## config.mk

```make
export PLATFORM = sky130hd
export DESIGN_NAME = hashed_block_buffer_cache
export DESIGN_NICKNAME = d
export VERILOG_FILES = /design/src/hdl/hbbc_pkg.sv /design/src/hdl/hbbc_ram.sv /design/src/hdl/hashed_block_buffer_cache.sv
export VERILOG_INCLUDE_DIRS = /design/src /design/src/hdl
export SDC_FILE = /design/constraint.sdc
export NUM_CORES = 2
export LEC_CHECK = 0
export BUFFER_PORTS_ARGS = -buffer_cell sky130_fd_sc_hd__buf_4
export CAP_MARGIN = 20
export CORE_UTILIZATION = 63
export CTS_CLUSTER_SIZE = 28
export DETAILED_ROUTE_END_ITERATION = 12
export PLACE_DENSITY = 0.78
export SETUP_SLACK_MARGIN = 0.3
export SYNTH_ARGS = -nofsm -noshare
export SYNTH_HDL_FRONTEND = slang
export SYNTH_SLANG_ARGS = --single-unit
export TNS_END_PERCENT = 50
```

## constraint.sdc

```tcl
create_clock -name clk -period 5.2 [get_ports clk]
set_input_delay 1.04 -clock clk [delete_from_list [all_inputs] [get_ports clk]]
set_output_delay 1.04 -clock clk [all_outputs]
set_load 0.03 [all_outputs]
```

## src/hdl/hashed_block_buffer_cache_macros.svh

```systemverilog
// Assertion macros shared by the buffer cache RTL.
`ifndef HASHED_BLOCK_BUFFER_CACHE_MACROS_SVH
`define HASHED_BLOCK_BUFFER_CACHE_MACROS_SVH
`ifndef SYNTHESIS
`define HBBC_ASSERT_IMP(lbl, ante, cons) \
	lbl: assert property (@(posedge clk) disable iff (!arst_n) (ante) |-> (cons)) \
		else $error("hbbc: same-cycle check failed");
`define HBBC_ASSERT_NXT(lbl, ante, cons) \
	lbl: assert property (@(posedge clk) disable iff (!arst_n) (ante) |=> (cons)) \
		else $error("hbbc: next-cycle check failed");
`else
`define HBBC_ASSERT_IMP(lbl, ante, cons)
`define HBBC_ASSERT_NXT(lbl, ante, cons)
`endif
`endif

```

## src/hdl/hbbc_pkg.sv

```systemverilog
// Shared types and codes for the hashed block buffer cache.
`default_nettype none
package hbbc_pkg;
	localparam logic [1:0] FN_GET = 2'd0;
	localparam logic [1:0] FN_DEC = 2'd1;
	localparam logic [1:0] FN_INC = 2'd2;
	localparam logic [1:0] FN_NOP = 2'd3;

	localparam logic [1:0] ST_OK     = 2'd0;
	localparam logic [1:0] ST_NOFREE = 2'd1;
	localparam logic [1:0] ST_SAT    = 2'd2;

	typedef struct packed {
		logic [7:0]  dev;
		logic [31:0] blk;
		logic        valid;
		logic [7:0]  cnt;
	} slot_word_t;
endpackage
`default_nettype wire

```

## src/hdl/hbbc_ram.sv

```systemverilog
// Generic single write port RAM with a registered read port.
`default_nettype none
module hbbc_ram #(
	parameter int WIDTH = 8,
	parameter int DEPTH = 32
) (
	input  wire                                  clk,
	input  wire                                  we,
	input  wire [(DEPTH > 1 ? $clog2(DEPTH) : 1)-1:0] waddr,
	input  wire [WIDTH-1:0]                      wdata,
	input  wire [(DEPTH > 1 ? $clog2(DEPTH) : 1)-1:0] raddr,
	output logic [WIDTH-1:0]                     rdata
);
	logic [WIDTH-1:0] mem_q [0:DEPTH-1];

	always_ff @(posedge clk) begin
		if (we) begin
			mem_q[waddr] <= wdata;
		end
		rdata <= mem_q[raddr];
	end
endmodule
`default_nettype wire

```

## src/hdl/hashed_block_buffer_cache.sv

```systemverilog
// Top level of the hashed block buffer cache: sequencer around the tag and link memories.
`default_nettype none
`include "hashed_block_buffer_cache_macros.svh"
// After reset the block runs a clearing pass with busy high. A get first hashes the block
// number (four bits a cycle), then walks the bucket lists, where each entry visited is one
// registered read of the slot and link memories followed by its check; a miss that takes a
// slot from another bucket then relinks it into the home bucket (unlink, then push). Release
// and pin read the count and then update it; the unused code and an out-of-range slot are
// answered straight from idle. Each result appears for one cycle with done high and cannot
// be held off by the receiver; busy is already low in that cycle.
module hashed_block_buffer_cache #(
	parameter int NUM_BUFFERS = 32,
	parameter int NUM_BUCKETS = 13
) (
	input  wire         clk,
	input  wire         arst_n,
	input  wire         start,
	output logic        busy,
	input  wire  [1:0]  func,
	input  wire  [7:0]  device_id,
	input  wire  [31:0] block_number,
	input  wire  [4:0]  buffer_index,
	output logic        done,
	output logic [4:0]  slot,
	output logic        was_hit,
	output logic        needs_fill,
	output logic [1:0]  status
);
	import hbbc_pkg::*;

	localparam int IW = $clog2(NUM_BUFFERS);
	localparam int LW = IW + 1;
	localparam int BW = (NUM_BUCKETS > 1) ? $clog2(NUM_BUCKETS) : 1;
	localparam int RW = $clog2(2 * NUM_BUCKETS);
	localparam int INIT_N = (NUM_BUFFERS > NUM_BUCKETS) ? NUM_BUFFERS : NUM_BUCKETS;
	localparam int CW = $clog2(INIT_N + 1);
	localparam logic [LW-1:0] LNULL = LW'(NUM_BUFFERS);

	typedef enum logic [3:0] {
		S_INIT, S_IDLE, S_CNT_RD, S_CNT_UPD, S_MOD, S_HFIRST, S_HLOAD, S_HREAD,
		S_HCHK, S_SFIRST, S_SLOAD, S_SREAD, S_SCHK, S_UNLINK, S_PUSH_A, S_PUSH_B
	} state_t;

	state_t          state_q;
	logic [CW-1:0]   init_q;
	logic [1:0]      func_q;
	logic [7:0]      dev_q;
	logic [31:0]     blk_q;
	logic [4:0]      idx_q;
	logic [31:0]     sh_q;
	logic [2:0]      mcnt_q;
	logic [RW-1:0]   rem_q;
	logic [BW-1:0]   bk_q;
	logic [BW-1:0]   i_q;
	logic [LW-1:0]   s_q;
	logic [LW-1:0]   steps_q;
	logic [LW-1:0]   p_q;
	logic [LW-1:0]   n_q;
	logic [LW-1:0]   f_q;
	logic            done_q;
	logic [4:0]      slot_q;
	logic            hit_q;
	logic            fill_q;
	logic [1:0]      status_q;

	logic            sl_we;
	logic [IW-1:0]   sl_waddr, sl_raddr;
	slot_word_t      sl_wdata, sl_rdata;
	logic            nx_we, pv_we, fr_we;
	logic [IW-1:0]   nx_waddr, pv_waddr, lk_raddr;
	logic [LW-1:0]   nx_wdata, pv_wdata, nx_rdata, pv_rdata, fr_wdata, fr_rdata;
	logic [BW-1:0]   fr_waddr, fr_raddr;
	logic [RW-1:0]   rem_next;
	logic [BW-1:0]   home;
	logic            tag_hit, s_end, cnt_ok;

	assign home    = BW'(rem_q);
	assign tag_hit = (sl_rdata.dev == dev_q) && (sl_rdata.blk == blk_q);
	assign s_end   = (s_q >= LNULL) || (steps_q == LNULL);
	assign cnt_ok  = (func_q == FN_DEC) ? (sl_rdata.cnt != 8'd0) : (sl_rdata.cnt != 8'hFF);

	// Four steps of the remainder recurrence r = (2r + bit) mod NUM_BUCKETS per cycle.
	always_comb begin
		logic [RW-1:0] r;
		r = rem_q;
		for (int k = 0; k < 4; k++) begin
			r = RW'({r, sh_q[31-k]});
			if (r >= RW'(NUM_BUCKETS)) begin
				r = r - RW'(NUM_BUCKETS);
			end
		end
		rem_next = r;
	end

	always_comb begin
		sl_we    = 1'b0;
		sl_waddr = IW'(s_q);
		sl_wdata = sl_rdata;
		sl_raddr = IW'(s_q);
		lk_raddr = IW'(s_q);
		nx_we    = 1'b0;
		nx_waddr = IW'(s_q);
		nx_wdata = LNULL;
		pv_we    = 1'b0;
		pv_waddr = IW'(s_q);
		pv_wdata = LNULL;
		fr_we    = 1'b0;
		fr_waddr = bk_q;
		fr_wdata = LNULL;
		fr_raddr = bk_q;
		unique case (state_q)
			S_INIT: begin
				sl_we    = init_q < CW'(NUM_BUFFERS);
				sl_waddr = IW'(init_q);
				sl_wdata = '0;
				nx_we    = sl_we;
				nx_waddr = IW'(init_q);
				nx_wdata = (init_q == '0) ? LNULL : LW'(init_q - 1'b1);
				pv_we    = sl_we;
				pv_waddr = IW'(init_q);
				pv_wdata = (init_q == CW'(NUM_BUFFERS - 1)) ? LNULL : LW'(init_q + 1'b1);
				fr_we    = init_q < CW'(NUM_BUCKETS);
				fr_waddr = BW'(init_q);
				fr_wdata = (init_q == '0) ? LW'(NUM_BUFFERS - 1) : LNULL;
			end
			S_CNT_RD: begin
				sl_raddr = IW'(idx_q);
			end
			S_CNT_UPD: begin
				sl_we    = cnt_ok;
				sl_waddr = IW'(idx_q);
				sl_wdata.cnt = (func_q == FN_DEC) ? sl_rdata.cnt - 8'd1 : sl_rdata.cnt + 8'd1;
			end
			S_HFIRST: begin
				fr_raddr = home;
			end
			S_HCHK: begin
				sl_we = tag_hit && (sl_rdata.cnt != 8'hFF);
				sl_wdata.cnt   = sl_rdata.cnt + 8'd1;
				sl_wdata.valid = 1'b1;
			end
			S_SCHK: begin
				sl_we = sl_rdata.cnt == 8'd0;
				sl_wdata.dev   = dev_q;
				sl_wdata.blk   = blk_q;
				sl_wdata.valid = 1'b1;
				sl_wdata.cnt   = 8'd1;
			end
			S_UNLINK: begin
				// Unlink from the donor bucket and fetch the home head in the same cycle.
				if (p_q < LNULL) begin
					nx_we    = 1'b1;
					nx_waddr = IW'(p_q);
					nx_wdata = n_q;
				end else begin
					fr_we    = 1'b1;
					fr_wdata = n_q;
				end
				if (n_q < LNULL) begin
					pv_we    = 1'b1;
					pv_waddr = IW'(n_q);
					pv_wdata = p_q;
				end
				fr_raddr = home;
			end
			S_PUSH_A: begin
				nx_we    = 1'b1;
				nx_wdata = fr_rdata;
				pv_we    = 1'b1;
				fr_we    = 1'b1;
				fr_waddr = home;
				fr_wdata = s_q;
			end
			S_PUSH_B: begin
				pv_we    = f_q < LNULL;
				pv_waddr = IW'(f_q);
				pv_wdata = s_q;
			end
			default: begin
			end
		endcase
	end

	hbbc_ram #(.WIDTH($bits(slot_word_t)), .DEPTH(NUM_BUFFERS)) u_slot_ram (
		.clk(clk), .we(sl_we), .waddr(sl_waddr), .wdata(sl_wdata),
		.raddr(sl_raddr), .rdata(sl_rdata)
	);
	hbbc_ram #(.WIDTH(LW), .DEPTH(NUM_BUFFERS)) u_next_ram (
		.clk(clk), .we(nx_we), .waddr(nx_waddr), .wdata(nx_wdata),
		.raddr(lk_raddr), .rdata(nx_rdata)
	);
	hbbc_ram #(.WIDTH(LW), .DEPTH(NUM_BUFFERS)) u_prev_ram (
		.clk(clk), .we(pv_we), .waddr(pv_waddr), .wdata(pv_wdata),
		.raddr(lk_raddr), .rdata(pv_rdata)
	);
	hbbc_ram #(.WIDTH(LW), .DEPTH(NUM_BUCKETS)) u_first_ram (
		.clk(clk), .we(fr_we), .waddr(fr_waddr), .wdata(fr_wdata),
		.raddr(fr_raddr), .rdata(fr_rdata)
	);

	always_ff @(posedge clk or negedge arst_n) begin
		if (!arst_n) begin
			state_q <= S_INIT;
			init_q  <= '0;
			done_q  <= 1'b0;
		end else begin
			done_q <= 1'b0;
			unique case (state_q)
				S_INIT: begin
					init_q <= init_q + 1'b1;
					if (init_q == CW'(INIT_N - 1)) begin
						state_q <= S_IDLE;
					end
				end
				S_IDLE: begin
					if (start) begin
						func_q <= func;
						dev_q  <= device_id;
						blk_q  <= block_number;
						idx_q  <= buffer_index;
						sh_q   <= block_number;
						rem_q  <= '0;
						mcnt_q <= '0;
						if (func == FN_GET) begin
							state_q <= S_MOD;
						end else if (func == FN_NOP || 32'(buffer_index) >= NUM_BUFFERS) begin
							done_q   <= 1'b1;
							slot_q   <= buffer_index;
							hit_q    <= 1'b0;
							fill_q   <= 1'b0;
							status_q <= (func == FN_NOP) ? ST_OK : ST_SAT;
						end else begin
							state_q <= S_CNT_RD;
						end
					end
				end
				S_CNT_RD: state_q <= S_CNT_UPD;
				S_CNT_UPD: begin
					done_q   <= 1'b1;
					slot_q   <= idx_q;
					hit_q    <= 1'b0;
					fill_q   <= 1'b0;
					status_q <= cnt_ok ? ST_OK : ST_SAT;
					state_q  <= S_IDLE;
				end
				S_MOD: begin
					rem_q  <= rem_next;
					sh_q   <= sh_q << 4;
					mcnt_q <= mcnt_q + 3'd1;
					if (mcnt_q == 3'd7) begin
						state_q <= S_HFIRST;
					end
				end
				S_HFIRST: state_q <= S_HLOAD;
				S_HLOAD: begin
					s_q     <= fr_rdata;
					steps_q <= '0;
					state_q <= S_HREAD;
				end
				S_HREAD: begin
					if (s_end) begin
						bk_q    <= home;
						i_q     <= '0;
						state_q <= S_SFIRST;
					end else begin
						state_q <= S_HCHK;
					end
				end
				S_HCHK: begin
					if (tag_hit) begin
						done_q   <= 1'b1;
						slot_q   <= 5'(s_q);
						hit_q    <= 1'b1;
						fill_q   <= (sl_rdata.cnt != 8'hFF) && !sl_rdata.valid;
						status_q <= (sl_rdata.cnt != 8'hFF) ? ST_OK : ST_SAT;
						state_q  <= S_IDLE;
					end else begin
						s_q     <= nx_rdata;
						steps_q <= steps_q + 1'b1;
						state_q <= S_HREAD;
					end
				end
				S_SFIRST: state_q <= S_SLOAD;
				S_SLOAD: begin
					s_q     <= fr_rdata;
					steps_q <= '0;
					state_q <= S_SREAD;
				end
				S_SREAD: begin
					if (!s_end) begin
						state_q <= S_SCHK;
					end else if (i_q == BW'(NUM_BUCKETS - 1)) begin
						done_q   <= 1'b1;
						slot_q   <= 5'd0;
						hit_q    <= 1'b0;
						fill_q   <= 1'b0;
						status_q <= ST_NOFREE;
						state_q  <= S_IDLE;
					end else begin
						i_q     <= i_q + 1'b1;
						bk_q    <= (bk_q == BW'(NUM_BUCKETS - 1)) ? '0 : bk_q + 1'b1;
						state_q <= S_SFIRST;
					end
				end
				S_SCHK: begin
					if (sl_rdata.cnt == 8'd0) begin
						p_q <= pv_rdata;
						n_q <= nx_rdata;
						if (i_q == '0) begin
							done_q   <= 1'b1;
							slot_q   <= 5'(s_q);
							hit_q    <= 1'b0;
							fill_q   <= 1'b1;
							status_q <= ST_OK;
							state_q  <= S_IDLE;
						end else begin
							state_q <= S_UNLINK;
						end
					end else begin
						s_q     <= nx_rdata;
						steps_q <= steps_q + 1'b1;
						state_q <= S_SREAD;
					end
				end
				S_UNLINK: state_q <= S_PUSH_A;
				S_PUSH_A: begin
					f_q     <= fr_rdata;
					state_q <= S_PUSH_B;
				end
				S_PUSH_B: begin
					done_q   <= 1'b1;
					slot_q   <= 5'(s_q);
					hit_q    <= 1'b0;
					fill_q   <= 1'b1;
					status_q <= ST_OK;
					state_q  <= S_IDLE;
				end
				default: state_q <= S_IDLE;
			endcase
		end
	end

	assign busy       = state_q != S_IDLE;
	assign done       = done_q;
	assign slot       = slot_q;
	assign was_hit    = hit_q;
	assign needs_fill = fill_q;
	assign status     = status_q;

	`HBBC_ASSERT_NXT(a_accept_busy, start && !busy && func != FN_NOP && func != FN_DEC && func != FN_INC, busy)
	`HBBC_ASSERT_IMP(a_done_after_work, done, $past(busy) || $past(start))
	`HBBC_ASSERT_IMP(a_nofree_clean, done && status == ST_NOFREE, slot == 5'd0 && !was_hit && !needs_fill)
	`HBBC_ASSERT_IMP(a_hit_not_nofree, done && was_hit, status != ST_NOFREE)
endmodule
`default_nettype wire

```

==> results.ini <==
[routing]
routed.top_layer = met5
firstDrtPassIters = 7
wl_met1_mm = 77.8
routed_wirelength_mm = 222
via_count = 47800
vias_per_cell = 6.90
detail-route-antenna-nets = 0
wl_per_cell_um = 32.0
drt_iter0_drc = 6895
wl_met3_mm = 27.4
remaining_drc_errors = 0
wl_met2_mm = 108

[timing]
setup_tns_ns = 0
period_needed_ns = 4.47
rsz0062_at_grt = false
tightest_slew_ns = 1.18
hold_viol = 0
min_period_over_period = 0.860
setup_violations = 0
clock-skew-final_ns = 0.0626
fmax_mhz = 224
timing.slew.headroom = 0.217
maxSlewViolCount = 0
worst_slack_ns = 0.727

[worst_setup_path]
cpPeakStageDelay_ns = 0.80
reg2reg_depth = 10
r2r_slack_ns = 0.73
start_kind = flop
worstPathArrival_ns = 4.91
cp_cell_sequence = xor2_1 > nor4_1 > nand4_1 > nor4_1 > buf_4 > a221oi_1 > nor2_1 > nand2_1 > nor2_4 > buf_4
reg2reg_from = blk_q[2]
cpLargestDelayFamily = simple AND/OR/NAND/NOR gates
slowest_stage = nor4_1
required_ns = 5.64
rr_endpoint = u_slot_ram.mem_q[17][5]
crit_path_end_kind = flop
critPathKind = flop to flop
critPathMaxFanout = 19
path_buf_inv = 2

[placed_design]
dp.cells = 6524
portBuffers = 60
dp_hpwl_mm = 118
dpl_worst_slack_ns = 1.02
gp_congestion = 0.878

[worst_hold_path]
hp-class = primary input to async pin

[die]
die_height_um = 376
fp.coreArea_um2 = 138000
die-area_um2 = 141000
ioPinCount = 61
die_w_um = 376
initial_core_util = 0.638
fp-row-count = 136

[final_layout]
drive_gt1_frac = 0.228
area_delta_synth_final_pct = 12.7
final_cells = 6936
layout.nets = 4955
diodes = 0

[clocking]
cts-resized-gates = 0
cts_tree = done
insertion_delay_ns = 0.85
htree_levels = 4
cts_hold_buffers = 0
numCtsBuffers = 209
clock-root-buffer = clkbuf_16
clk_pin_slew_ns = 0.07
clockBufferDepth = 3
numClockSinks = 2241
postCtsSetupBuffers = 0

[synth]
synth_area_um2 = 88000
avgSynthCellArea_um2 = 18.7
seq_area_frac_synth = 0.756
syn_nets = 4773
ys_ff_latch = 2241
netlist-cell-type-count = 72
ys.warnings.count = 0
synth-edff-count = 2163
synth_flop_cell = edfxtp_1
synth-async-reset-ratio = 0.00491
synth_cells = 4709

[global_route]
grt_max_degree = 102
grt_pass1_wl_mm = 322
grt_usage = 0.318
grt-ovfl-total = 0
antenna_found_initial = 5
grt_pass1_vias = 48100

[power]
p_per_area_nw_per_um2 = 524
irDropWorstVdd_mv = 0.390
leakage_nw = 32.6

[run]
drv_cap = 0

[outcome]
status = finished clean

[area by class of cell]
type                    count  area [um2]
clock buffers             246        5480
flip-flops and latches   2241       66600
multi-input cells        2188       20700
fillers                  7724       38800
clock inverters           147        1410
repair buffers            225        2620
inverters                  26        97.6
well taps                1863        2330
[through the flow]
| step | hold slack, ns | area [um2] | power (mW) | util |
|---|---|---|---|---|
| floorplan | 0.386 | 88000 | 31.8 | - |
| global route | 0.0464 | 99200 | 53.4 | 0.719 |
| detailed placement | 0.389 | 92000 | 36.2 | 0.666 |
| CTS | 0.0131 | 98800 | 51.5 | 0.716 |
| global placement | 0.402 | 91900 | 35.7 | 0.666 |
| finish | 0.0675 | 99200 | 52.0 | 0.719 |
[report_power, final]
group          switching, mW  internal [mW]  leakage, nW
Clock                   6.79           8.62         3.38
Combinational           8.09           3.52         8.78
Sequential             0.735           24.3         20.4
Total                   15.6           36.4         32.6
[worst register-to-register path: stages (launching register included)]
cell and delay [ns]:
edfxtp_1 0.40, xor2_1 0.29, nor4_1 0.80, nand4_1 0.28, nor4_1 0.53, buf_4 0.24, a221oi_1 0.12, nor2_1 0.31
nand2_1 0.35, nor2_4 0.24, buf_4 0.49
[state kept, by name, indices dropped and copies added (netlist names), 6 cells and up]
signal,count
u_prev_ram.mem_q,192
init_q,6
f_q,6
dev_q,8
u_next_ram.rdata,6
u_prev_ram.rdata,6
u_slot_ram.mem_q,1568
n_q,6
steps_q,6
u_slot_ram.rdata,49
blk_q,32
u_first_ram.rdata,6
sh_q,32
s_q,6
p_q,6
u_first_ram.mem_q,78
u_next_ram.mem_q,192
[worst max path at each step]
stage,end,startpoint,slack (ns),cells past startpoint
6_report,u_slot_ram.mem_q[17][5],blk_q[2],0.73,10
5_1_grt,u_slot_ram.mem_q[17][5],blk_q[2],0.68,10
4_1_cts,u_slot_ram.mem_q[17][5],blk_q[2],0.92,10
3_5_place_dp,u_slot_ram.mem_q[25][24],blk_q[2],1.02,10
3_3_place_gp,u_slot_ram.mem_q[13][38],blk_q[2],1.01,10
2_1_floorplan,mcnt_q[0],start,0.72,2
[logic make-up after synthesis]
group,share of synthesized area
compound gates,0.0228
xor+xnor,0.00607
fa+ha+maj,0.00199
buf+inv,0.0134
flops,0.756
mux,0.138
simple gates,0.0612
[placed cells by master, fill, tap and decap left out, drive strengths merged, types with 16 or more instances in the layout]
cell / Yosys / routed
clkbuf: 145 / 247
o21ai: 101 / 101
nand2: 690 / 690
inv: 26 / 35
nor3: 26 / 26
nand3: 278 / 278
xnor2: 20 / 20
mux4: 530 / 530
edfxtp: 2163 / 2163
mux2i: 20 / 20
nor4: 16 / 16
dfxtp: 67 / 67
clkinv: 0 / 107
a22o: 44 / 44
buf: 109 / 224
nor2: 187 / 187
a21oi: 40 / 40
xor2: 41 / 41
bufinv: 0 / 21
a22oi: 23 / 23
[metal layers]
metal / global-route usage / vias up
li1: - / 19200
met3: 0.0763 / 589
met1: 0.432 / 24400
met4: 0.126 / 8
met2: 0.505 / 3641
met5: 0 / -
[synthesized netlist by cell type, types with 14 or more instances]
library cell  count  area share
mux2i_1          19      0.0022
inv_1            25      0.0011
buf_1            40      0.0017
buf_2            52      0.0030
clkbuf_1        145      0.0062
o21ai_1          53      0.0030
a22o_1           44      0.0044
a22oi_1          22      0.0019
ha_1             14      0.0020
buf_4            16      0.0014
nor4_1           15      0.0011
edfxtp_1       2163        0.74
nand3_1         278       0.016
a21oi_1          39      0.0022
nor3_1           26      0.0015
o21ai_0          48      0.0027
xor2_1           41      0.0041
nand2_1         690       0.029
xnor2_1          20      0.0020
mux4_2          530        0.14
dfxtp_1          67       0.015
nor2_1          186      0.0079
No activity file was read; power rests on OpenSTA's default activity.
